--- src/sv/terrain_vertex_mask_shader_unit_assert.svh ---
// ----------------------------------------------------------------------------
// Terrain vertex mask shader assertion macros
// Shared concurrent check forms, sampled on clk and quiet during rst.
// ----------------------------------------------------------------------------
`ifndef TERRAIN_VERTEX_MASK_SHADER_UNIT_ASSERT_SVH
`define TERRAIN_VERTEX_MASK_SHADER_UNIT_ASSERT_SVH

// check a property at every clock edge
`define TVMS_ASSERT_NOW(lbl, prop) \
  lbl: assert property (@(posedge clk) disable iff (rst) (prop)) \
    else $error("terrain vertex mask check failed");

// check that a condition implies a property in the same cycle
`define TVMS_ASSERT_IMP(lbl, pre, post) \
  `TVMS_ASSERT_NOW(lbl, (pre) |-> (post))

`endif

--- src/sv/tvms_div_pipe.sv ---
// ----------------------------------------------------------------------------
// Pipelined restoring divider
// One quotient bit per stage, overflow flagged when the quotient needs more
// than QW bits. Side data and valid travel with each beat.
// ----------------------------------------------------------------------------
`default_nettype none

module tvms_div_pipe #(
  parameter int NW = 32,
  parameter int DW = 16,
  parameter int QW = 16,
  parameter int SW = 1
) (
  input  wire logic          clk,
  input  wire logic          rst,
  input  wire logic          en,
  input  wire logic          vin,
  input  wire logic [NW-1:0] num,
  input  wire logic [DW-1:0] den,
  input  wire logic [SW-1:0] side,
  output logic               vout,
  output logic [QW-1:0]      q,
  output logic [DW-1:0]      rem,
  output logic               ovf,
  output logic [SW-1:0]      side_out
);

  localparam int RW = DW + QW;
  localparam int CW = (NW > RW) ? NW : RW;

  logic [CW-1:0] num_c;
  logic [CW-1:0] den_c;

  logic [QW:0]   v_s;
  logic [RW-1:0] r_s [0:QW];
  logic [QW-1:0] q_s [0:QW];
  logic [DW-1:0] d_s [0:QW];
  logic [SW-1:0] s_s [0:QW];
  logic          o_s [0:QW];

  always_comb begin
    num_c = CW'(num);
    den_c = CW'(den) << QW;
  end

  always_ff @(posedge clk) begin
    if (rst) begin
      v_s <= '0;
    end else if (en) begin
      v_s <= {v_s[QW-1:0], vin};
    end
  end

  always_ff @(posedge clk) begin
    if (en) begin
      r_s[0] <= num_c[RW-1:0];
      q_s[0] <= '0;
      d_s[0] <= den;
      s_s[0] <= side;
      o_s[0] <= (num_c >= den_c);
    end
  end

  for (genvar k = 1; k <= QW; k++) begin : g_stage
    localparam int B = QW - k;
    logic [RW-1:0] sh;
    logic          ge;

    always_comb begin
      sh = RW'(d_s[k-1]) << B;
      ge = (r_s[k-1] >= sh);
    end

    always_ff @(posedge clk) begin
      if (en) begin
        r_s[k] <= ge ? (r_s[k-1] - sh) : r_s[k-1];
        q_s[k] <= q_s[k-1] | (QW'(ge) << B);
        d_s[k] <= d_s[k-1];
        s_s[k] <= s_s[k-1];
        o_s[k] <= o_s[k-1];
      end
    end
  end

  assign vout     = v_s[QW];
  assign q        = q_s[QW];
  assign rem      = r_s[QW][DW-1:0];
  assign ovf      = o_s[QW];
  assign side_out = s_s[QW];

endmodule

`default_nettype wire

--- config.mk ---
export PLATFORM = sky130hd
export DESIGN_NAME = tvms_div_pipe
export DESIGN_NICKNAME = d
export VERILOG_FILES = /design/src/sv/terrain_vertex_mask_shader_unit_assert.svh /design/src/sv/tvms_div_pipe.sv
export SDC_FILE = /design/constraint.sdc
export NUM_CORES = 2
export LEC_CHECK = 0
export CAP_MARGIN = 20
export CORE_AREA = 2 2 406 408
export CTS_CLUSTER_SIZE = 25
export DETAILED_ROUTE_END_ITERATION = 16
export DIE_AREA = 0 0 408 410
export DONT_BUFFER_PORTS = 1
export GPL_TIMING_DRIVEN = 0
export SYNTH_ARGS = -nofsm -noshare
export SYNTH_HDL_FRONTEND = slang
export SYNTH_SLANG_ARGS = --single-unit
--- constraint.sdc ---
create_clock -name clk -period 4.05 [get_ports clk]
set_input_delay 0.405 -clock clk [delete_from_list [all_inputs] [get_ports clk]]
set_output_delay 0.405 -clock clk [all_outputs]
set_load 0.005 [all_outputs]
==> impl_metrics.yaml <==
power_and_ir_drop:
  p_total_mw: 35.88
  power_frac_clock_pct: 27.4
  power_frac_comb_pct: 31.1
  power_density_mw_per_mm2: 644.4
  internal-power_mw: 24.37
  power.net_switching_mw: 11.50
  swShare_pct: 32.06
  peakVddDrop_mv: 0.3799
  seqPwrFrac_pct: 41.4
  p_leak_nw: 20.86
yosys:
  synth_top_flop_cell: "edfxtp_1"
  synth_edf_count: 954
  synth_warnings: 0
  ys_ff_latch: 971
  synth_area_leaders: "edfxtp_1, ha_1, xnor2_1"
  yosysUniqueCellTypes: 84
  syn_area_per_cell_sq_um: 12.33
  ys_seq_area_share_pct: 59.57
  async_reset_ff_share_pct: 0
  synth.cell_area_sq_mm: 0.04866
  syn-instance-count: 3946
  synth_nets: 4287
  yosys.area.top_type: "edfxtp_1"
  yosys.area.top_type_share_pct: 58.88
critical_path:
  path_cells: "ha_1, fa_1, inv_1, a41oi_1, o21ai_0, nand2_1, a21oi_1, or4_1, clkbuf_1, clkbuf_1, o211ai_1, xnor2_1"
  slowest_stage: "clkbuf_1"
  setup.worst_path.start: "d_s[0][16]$_DFFE_PP_"
  arrival_ns: 4.34
  r2r_start: "d_s[0][16]$_DFFE_PP_"
  worst_setup_path_start_kind: "register"
  crit_path_end_kind: "register"
  crit_path_frequent_cell: "clkbuf_1"
  slowest_delay_ns: 0.60
  cp.required_ns: 4.53
  reg2regPathDepth: 12
  rr_endpoint: "r_s[2][31]$_DFFE_PP_"
  rrSetupSlack_ns: 0.19
  path_max_fanout: 10
  critPathKind: "register to register"
die:
  die_area_sq_mm: 0.1673
  start_util_pct: 29.76
  chipWidth_um: 408
  die_height_um: 410
  core_area_sq_mm: 0.1635
  io_pins: 88
  rows: 149
finish:
  layout.area.seq_sq_mm: 0.02899
  design_area_sq_mm: 0.05568
  stdcell_count: 6397
  nFillCells: 15950
  layout_commonest_cell: "edfxtp_1"
  layout.nets: 4458
  diodes: 0
  multi_input_area_sq_mm: 0.01806
  layout_common_cells: "edfxtp_1, inv_1, ha_1"
  drive_above_1_share_pct: 7.106
  areaGrowthSynthToFinish_pct: 14.43
cts:
  htreeDepth: 3
  clkSlewWorstSetupHoldPaths_ns: 0.06
  cts.path.max_buffers: 3
  post-cts-setup-buffers: 0
  clk_latency_ns: 0.73
  cts_tree: "built"
  root_buffer: "clkbuf_16"
  clock_sinks: 971
  cts-buffers-inserted: 110
detailed_routing:
  drt-initial-drc-count: 1471
  vias_per_cell: 4.718
  antenna_left: 0
  drc_errors: 0
  vias: 30180
  wl_per_cell_um: 15.03
  dr.pass1.iters: 7
  finalWirelength_um: 96140
placed_design:
  dpl_cell_area_sq_mm: 0.05141
  io_buffer_count: 0
  dpl.cell_count: 6137
  dp_slack_ns: 0.01444
  hpwl_um: 67800
  gp_congestion: 0.9168
sta:
  tns_ns: 0
  skew_ns: 0.03083
  fin_crit_sh_pct: 95.42
  report.final.hold_viol_count: 0
  slew_viol_final: 0
  period_minus_slack_ns: 3.864
  rsz0062_at_grt: "false"
  finalSetupViolCount: 0
  slew_headroom_pct: 19.54
  tightest_slew_ns: 1.207
  timing.fmax_ghz: 0.2588
  layout_setup_ws_ns: 0.1856
run_status:
  outcome: "finished clean"
global_route:
  track_usage_pct: 11.27
  overflow: 0
  antenna_found_initial: 0
  grt_pass1_wl_um: 154400
  grt_max_degree: 956
  first_global_vias: 31360
hold_path:
  min-delay-start: "num[31]"
  holdPathStages: 3
  hp-class: "input port to register"
  holdPathEnd: "o_s[0]$_DFFE_PP_"
job:
  drv_cap: 0
## critical path: cells and delay by family (launching register included)
family	cells	cell delay, ns
AOI/OAI and AO/OA	4	0.85
xor gates and xnor gates	1	0.17
adders and majority gates	2	0.65
buffers and inverters	3	1.25
DFF	1	0.40
and+or+nand+nor	2	0.26
## metrics by stage
stage               utilization, %  hold WS [ns]
floorplan                        -        0.4003
global placement             31.44        0.4015
detailed placement           31.44        0.4045
CTS                          33.97       -0.2162
global route                 34.05        0.1352
finish                       34.05        0.1326
## state kept, by name, indices dropped and copies added, names as in the netlist
signal	cells
r_s	528
d_s	256
q_s	136
o_s	17
s_s	17
v_s	17
## how the worst max path moves through the flow
| stage | endpoint | slack, ns | depth (start not counted) |
|---|---|---|---|
| 2_1_floorplan | r_s[16][10]$_DFFE_PP_ | 1.10 | 13 |
| 3_3_place_gp | r_s[3][24]$_DFFE_PP_ | -0.15 | 9 |
| 3_5_place_dp | r_s[14][3]$_DFFE_PP_ | 0.01 | 10 |
| 4_1_cts | r_s[3][19]$_DFFE_PP_ | 0.05 | 10 |
| 5_1_grt | r_s[2][31]$_DFFE_PP_ | 0.03 | 12 |
| 6_report | r_s[2][31]$_DFFE_PP_ | 0.19 | 12 |
## kinds of logic after synthesis
group                    share of synthesized area (%)
flip-flops                                       59.57
AND/OR/NAND/NOR                                  10.46
adder cells (fa/ha/maj)                          7.653
AO/OA/AOI/OAI                                    11.11
XOR/XNOR                                         5.364
multiplexers                                     2.523
buffers and inverters                            3.315
## metal layers
layer	global-route usage [%]	part of all wire (%)
met1	10.77	37
met2	22.00	54
met3	2.046	3.2
met4	7.011	6.2
met5	0	0
## power by group through the flow
| stage | registers, mW | clock network [mW] | logic (mW) |
|---|---|---|---|
| 2_1_floorplan | 14.6 | 0 | 8.66 |
| 3_3_place_gp | 15.0 | 0 | 10.7 |
| 3_5_place_dp | 15.0 | 0 | 10.8 |
| 4_1_cts | 14.8 | 10.2 | 10.9 |
| 5_1_grt | 15.1 | 10.6 | 12.5 |
| 6_report | 14.9 | 9.84 | 11.2 |
## Yosys cell counts, drive strengths merged, types with 19 or more instances
master  number
edfxtp     954
inv        350
ha         272
nor2       264
a21oi      255
nand2      230
o21ai      192
xnor2      154
xor2       144
a21o        98
mux2        86
nor3        83
nand3       69
nor4        57
clkbuf      54
a31oi       43
nand4       40
nor2b       40
nand2b      39
o21a        38
a211oi      36
or3         33
o31ai       28
mux2i       24
o211ai      24
and3        23
and2        21
o21bai      19
## timing repair
| action | in CTS | in global routing |
|---|---|---|
| endpoints found under the setup margin | 3 | 30 |
| hold buffers | 52 | 1 |
| endpoints found under the hold margin | 290 | 134 |
| resized for setup | 1 | 8 |
## layout make-up
class                      instances  share of cell area, %
timing repair buffer              59                  1.200
inverter                         350                  2.360
buffer                            72                 0.5506
clock inverter                    69                  1.258
sequential                       971                  52.06
multi-input combinational       2553                  32.43
tap                             2189                  4.919
clock buffer                     134                  5.218
(Power assumes the default switching activity.)
