$ cat src/sv/terrain_vertex_mask_shader_unit_assert.svh
// ----------------------------------------------------------------------------
// Terrain vertex mask shader assertion macros
// Shared concurrent check forms, sampled on clk and quiet during rst.
// ----------------------------------------------------------------------------
`ifndef TERRAIN_VERTEX_MASK_SHADER_UNIT_ASSERT_SVH
`define TERRAIN_VERTEX_MASK_SHADER_UNIT_ASSERT_SVH

// check a property at every clock edge
`define TVMS_ASSERT_NOW(lbl, prop) \
  lbl: assert property (@(posedge clk) disable iff (rst) (prop)) \
    else $error("terrain vertex mask check failed");

// check that a condition implies a property in the same cycle
`define TVMS_ASSERT_IMP(lbl, pre, post) \
  `TVMS_ASSERT_NOW(lbl, (pre) |-> (post))

`endif

$ cat src/sv/tvms_isqrt_pipe.sv
// ----------------------------------------------------------------------------
// Pipelined integer square root
// Floor square root of a VW-bit value, one result bit per stage.
// ----------------------------------------------------------------------------
`default_nettype none

module tvms_isqrt_pipe #(
  parameter int VW = 32,
  parameter int SW = 1
) (
  input  wire logic            clk,
  input  wire logic            rst,
  input  wire logic            en,
  input  wire logic            vin,
  input  wire logic [VW-1:0]   val,
  input  wire logic [SW-1:0]   side,
  output logic                 vout,
  output logic [VW/2-1:0]      root,
  output logic [SW-1:0]        side_out
);

  localparam int N = VW / 2;

  logic [N:0]    v_s;
  logic [VW-1:0] x_s [0:N];
  logic [VW-1:0] r_s [0:N];
  logic [SW-1:0] s_s [0:N];

  always_ff @(posedge clk) begin
    if (rst) begin
      v_s <= '0;
    end else if (en) begin
      v_s <= {v_s[N-1:0], vin};
    end
  end

  always_ff @(posedge clk) begin
    if (en) begin
      x_s[0] <= val;
      r_s[0] <= '0;
      s_s[0] <= side;
    end
  end

  for (genvar i = 1; i <= N; i++) begin : g_stage
    localparam int BP = VW - 2 * i;
    logic [VW-1:0] bt;
    logic [VW-1:0] sum;
    logic          ge;

    always_comb begin
      bt  = VW'(1) << BP;
      sum = r_s[i-1] + bt;
      ge  = (x_s[i-1] >= sum);
    end

    always_ff @(posedge clk) begin
      if (en) begin
        x_s[i] <= ge ? (x_s[i-1] - sum) : x_s[i-1];
        r_s[i] <= ge ? ((r_s[i-1] >> 1) + bt) : (r_s[i-1] >> 1);
        s_s[i] <= s_s[i-1];
      end
    end
  end

  assign vout     = v_s[N];
  assign root     = r_s[N][N-1:0];
  assign side_out = s_s[N];

endmodule

`default_nettype wire

$ cat config.mk
export PLATFORM = sky130hd
export DESIGN_NAME = tvms_isqrt_pipe
export DESIGN_NICKNAME = d
export VERILOG_FILES = /design/src/sv/terrain_vertex_mask_shader_unit_assert.svh /design/src/sv/tvms_isqrt_pipe.sv
export SDC_FILE = /design/constraint.sdc
export NUM_CORES = 1
export LEC_CHECK = 0
export BUFFER_PORTS_ARGS = -buffer_cell sky130_fd_sc_hd__buf_2
export CORE_AREA = 2 2 282 284
export DETAILED_ROUTE_END_ITERATION = 10
export DIE_AREA = 0 0 284 286
export GPL_TIMING_DRIVEN = 0
export REMOVE_ABC_BUFFERS = 1
export SYNTH_ARGS = -nofsm -noshare
export SYNTH_HDL_FRONTEND = slang
export SYNTH_SLANG_ARGS = --single-unit
$ cat constraint.sdc
create_clock -name clk -period 8.75 [get_ports clk]
set_clock_uncertainty 0.15 [all_clocks]
set_input_delay 1.3125 -clock clk [delete_from_list [all_inputs] [get_ports clk]]
set_output_delay 1.3125 -clock clk [all_outputs]
set_load 0.03 [all_outputs]
==> flow_metrics.tcl <==
set metrics [dict create \
    pwr_density_cell_nw_per_um2 239 \
    timing.hold.ws_ps 265 \
    synthToLayoutAreaGrowth_pct 12.7 \
    cts_made_buffers 73 \
    vdd.ir_drop.worst_mv 0.203 \
    met3_routed_wl_um 1700 \
    max_clock_freq_ghz 0.235 \
    htreeDepth 3 \
    clock-root-buffer "sky130_fd_sc_hd__clkbuf_16" \
    power.share.clock 0.344 \
    timing.reg2reg.worst_path_depth 10 \
    cts_setup_buffers 0 \
    grt_max_degree 133 \
    cp-start-kind "flip-flop" \
    synth-main-ff-cell "sky130_fd_sc_hd__edfxtp_1" \
    synth_area_per_inst_um2 13.3 \
    leakagePower_nw 12.8 \
    num_antenna_cells 0 \
    grt_remaining_overflow 0 \
    grt_antenna_before_repair 0 \
    chipHeight_um 286 \
    fin_crit_sh 0.487 \
    power_switching_mw 2.19 \
    final_layout_size_suffix_gt1_frac 0.0783 \
    cts_num_sinks 682 \
    dr_drc_count 0 \
    timing_worst_slew_pin_value_ps 1210 \
    slew_headroom 0.190 \
    critical_path_arrival_ps 4460 \
    min_from "s_s[9]" \
    floorplan.rows 103 \
    timing_max_transition_violations_final 0 \
    synth-edff-count 665 \
    hold-path-endpoint "s_s[10]" \
    drt_iter0_drc 1010 \
    num_io_pins 55 \
    die_width_um 284 \
    cp.required_ps 8950 \
    yosys_warnings 0 \
    start_util 0.396 \
    finalNetCount 2628 \
    placedCellCount 3416 \
    clock_insertion_delay_worst_skew_ps 630 \
    synth-seq-area-share 0.654 \
    path_clk_slew_ps 60 \
    critical_path_class "reg2reg" \
    synthDistinctLibCells 77 \
    setup-violations-final 0 \
    first_global_vias 19400 \
    wl_met1_um 19900 \
    synth_async_sr_flop_share 0 \
    grt_first_pass_wirelength_um 92900 \
    timing.rr.end "x_s[0][407]" \
    drt_pass1_iterations 5 \
    hold_violations 0 \
    ctsResizeCount 0 \
    r2r_setup_slack_ps 4490 \
    ant_nets 0 \
    rsz0062_at_grt "false" \
    global_placement_routability_congestion 0.909 \
    routed_wirelength_um 56400 \
    detailedPlacementHpwl_um 40500 \
    syn_inst 2334 \
    port_buffers 54 \
    grt.total_usage 0.140 \
    final.setup.worst_slack_ps 4490 \
    synth.ff_latch_count 682 \
    route.detailed.wl_per_inst_um 15.9 \
    run_status "finished clean" \
    critical_path.reg2reg.startpoint "r_s[0][366]" \
    fp.dieArea_um2 81200 \
    route.met2.wl_um 31500 \
    placeableCoreArea_um2 78400 \
    viasPerCell 5.14 \
    cts_tree "done" \
    final_design_area_no_fill_um2 35000 \
    switching_share_of_power 0.262 \
    clock_path_buffers 3 \
    worst_hold_path.num_cells 0 \
    worstPathMaxFanout 17 \
    pwr-share-comb 0.143 \
    syn-cell-area_um2 31000 \
    max_cap_violations 0 \
    vias 18200 \
    worst_setup_path_end_kind "flip-flop" \
    seq_power_share 0.513 \
    placement.setup.worst_slack_ps 4530 \
    power_report.internal_total_mw 6.17 \
    timing.final.crit_period_ps 4260 \
    maxUsedRoutingLayer "met4" \
    layout.cells.non_filler 3541 \
    holdCritPathClass "reg2reg" \
    post_dp_cell_area_um2 32700 \
    cts_hold_buf 0 \
]
-- critical path, stage by stage (launching register included) --
cell and delay (ps):
sky130_fd_sc_hd__edfxtp_1 350, sky130_fd_sc_hd__inv_1 50, sky130_fd_sc_hd__ha_1 370, sky130_fd_sc_hd__nand4_1 180, sky130_fd_sc_hd__and4b_1 290, sky130_fd_sc_hd__or4_1 470
sky130_fd_sc_hd__a21oi_1 970, sky130_fd_sc_hd__inv_1 630, sky130_fd_sc_hd__nand2b_1 250, sky130_fd_sc_hd__a2111oi_0 100, sky130_fd_sc_hd__xor2_1 170
-- layer usage --
metal / GRT usage / vias up
met5: 0 / -
met4: 0.0866 / 0
met3: 0.0227 / 174
met2: 0.284 / 382
met1: 0.128 / 8640
li1: - / 9006
-- state kept, by name, indices dropped and copies added, names as in the netlist --
register	count
x_s	512
s_s	17
v_s	17
r_s	136
-- cells in the final DEF, fill, tap and decap left out, drive strengths merged, types with 77 or more instances in the layout --
master	instances
edfxtp	665
inv	177
nand2	155
ha	150
o21ai	136
nor2	129
xor2	106
clkbuf	96
a21oi	93
xnor2	84
nor3	78
nor4	77
-- area by class of cell --
type,count,area [µm²]
clock buffers,96,1970
fillers,6992,43400
flip-flops and latches,682,20300
inverters,173,649
well taps,1050,1310
multi-input cells,1446,10000
clock inverters,29,282
repair buffers,65,482
-- power by group through the flow --
| stage | registers [mW] | clock network (mW) | logic [mW] |
|---|---|---|---|
| finish | 4.29 | 2.87 | 1.20 |
| global route | 4.33 | 3.09 | 1.35 |
| CTS | 4.28 | 2.97 | 1.20 |
| detailed placement | 4.35 | 0 | 1.19 |
| global placement | 4.40 | 0 | 1.14 |
| floorplan | 4.28 | 0 | 0.868 |
-- metrics by stage --
| step | utilization | setup TNS [ps] | power (mW) |
|---|---|---|---|
| 6_report | 0.447 | 0 | 8.36 |
| 5_1_grt | 0.447 | 0 | 8.76 |
| 4_1_cts | 0.446 | 0 | 8.45 |
| 3_5_place_dp | 0.418 | 0 | 5.54 |
| 3_3_place_gp | 0.415 | -2619880 | 5.54 |
| 2_1_floorplan | - | 0 | 5.15 |
-- worst max path at each step --
stage,endpoint,cells past startpoint,startpoint
CTS,x_s[0][407],10,r_s[0][366]
global placement,r_s[0][515],1,en
floorplan,x_s[0][351],8,x_s[0][316]
finish,x_s[0][407],10,r_s[0][366]
detailed placement,x_s[0][407],10,r_s[0][366]
global route,x_s[0][407],10,r_s[0][366]
-- synth_stat cells (6+ instances only) --
cell / n / area [µm²]
sky130_fd_sc_hd__nor2_1: 129 / 484
sky130_fd_sc_hd__or3_1: 26 / 163
sky130_fd_sc_hd__and2_1: 11 / 68.8
sky130_fd_sc_hd__mux2_2: 10 / 113
sky130_fd_sc_hd__nor2b_1: 22 / 138
sky130_fd_sc_hd__nand3_1: 29 / 145
sky130_fd_sc_hd__a21oi_1: 93 / 465
sky130_fd_sc_hd__edfxtp_1: 665 / 20000
sky130_fd_sc_hd__nand2b_1: 26 / 163
sky130_fd_sc_hd__dfxtp_1: 17 / 340
sky130_fd_sc_hd__nor4b_1: 15 / 131
sky130_fd_sc_hd__ha_1: 150 / 1880
sky130_fd_sc_hd__mux2i_1: 24 / 240
sky130_fd_sc_hd__nor3_1: 77 / 385
sky130_fd_sc_hd__nor4_1: 74 / 463
sky130_fd_sc_hd__nand4_1: 24 / 150
sky130_fd_sc_hd__or4_1: 23 / 173
sky130_fd_sc_hd__a21boi_0: 7 / 52.6
sky130_fd_sc_hd__clkbuf_1: 25 / 93.8
sky130_fd_sc_hd__nand3b_1: 7 / 52.6
sky130_fd_sc_hd__xor2_1: 106 / 928
sky130_fd_sc_hd__inv_1: 173 / 649
sky130_fd_sc_hd__a21o_1: 23 / 173
sky130_fd_sc_hd__buf_2: 6 / 30.0
sky130_fd_sc_hd__or2_2: 8 / 50.1
sky130_fd_sc_hd__o21ai_0: 134 / 671
sky130_fd_sc_hd__o31ai_1: 21 / 158
sky130_fd_sc_hd__nand2_1: 155 / 582
sky130_fd_sc_hd__a211oi_1: 21 / 158
sky130_fd_sc_hd__xnor2_1: 84 / 736
sky130_fd_sc_hd__o211ai_1: 12 / 90.1
sky130_fd_sc_hd__o21a_1: 36 / 270
-- cells by family (layout without fill, tap and decap cells) --
| family | Yosys count | after routing | synth area share |
|---|---|---|---|
| flip-flops | 682 | 682 | 0.654 |
| AND/OR/NAND/NOR | 661 | 661 | 0.112 |
| AO/OA/AOI/OAI | 411 | 411 | 0.0832 |
| buffers and inverters | 206 | 363 | 0.0254 |
| XOR/XNOR | 190 | 190 | 0.0536 |
| adder cells (fa/ha/maj) | 150 | 150 | 0.0604 |
| multiplexers | 34 | 34 | 0.0114 |
Power figures use the tool's default switching activity.
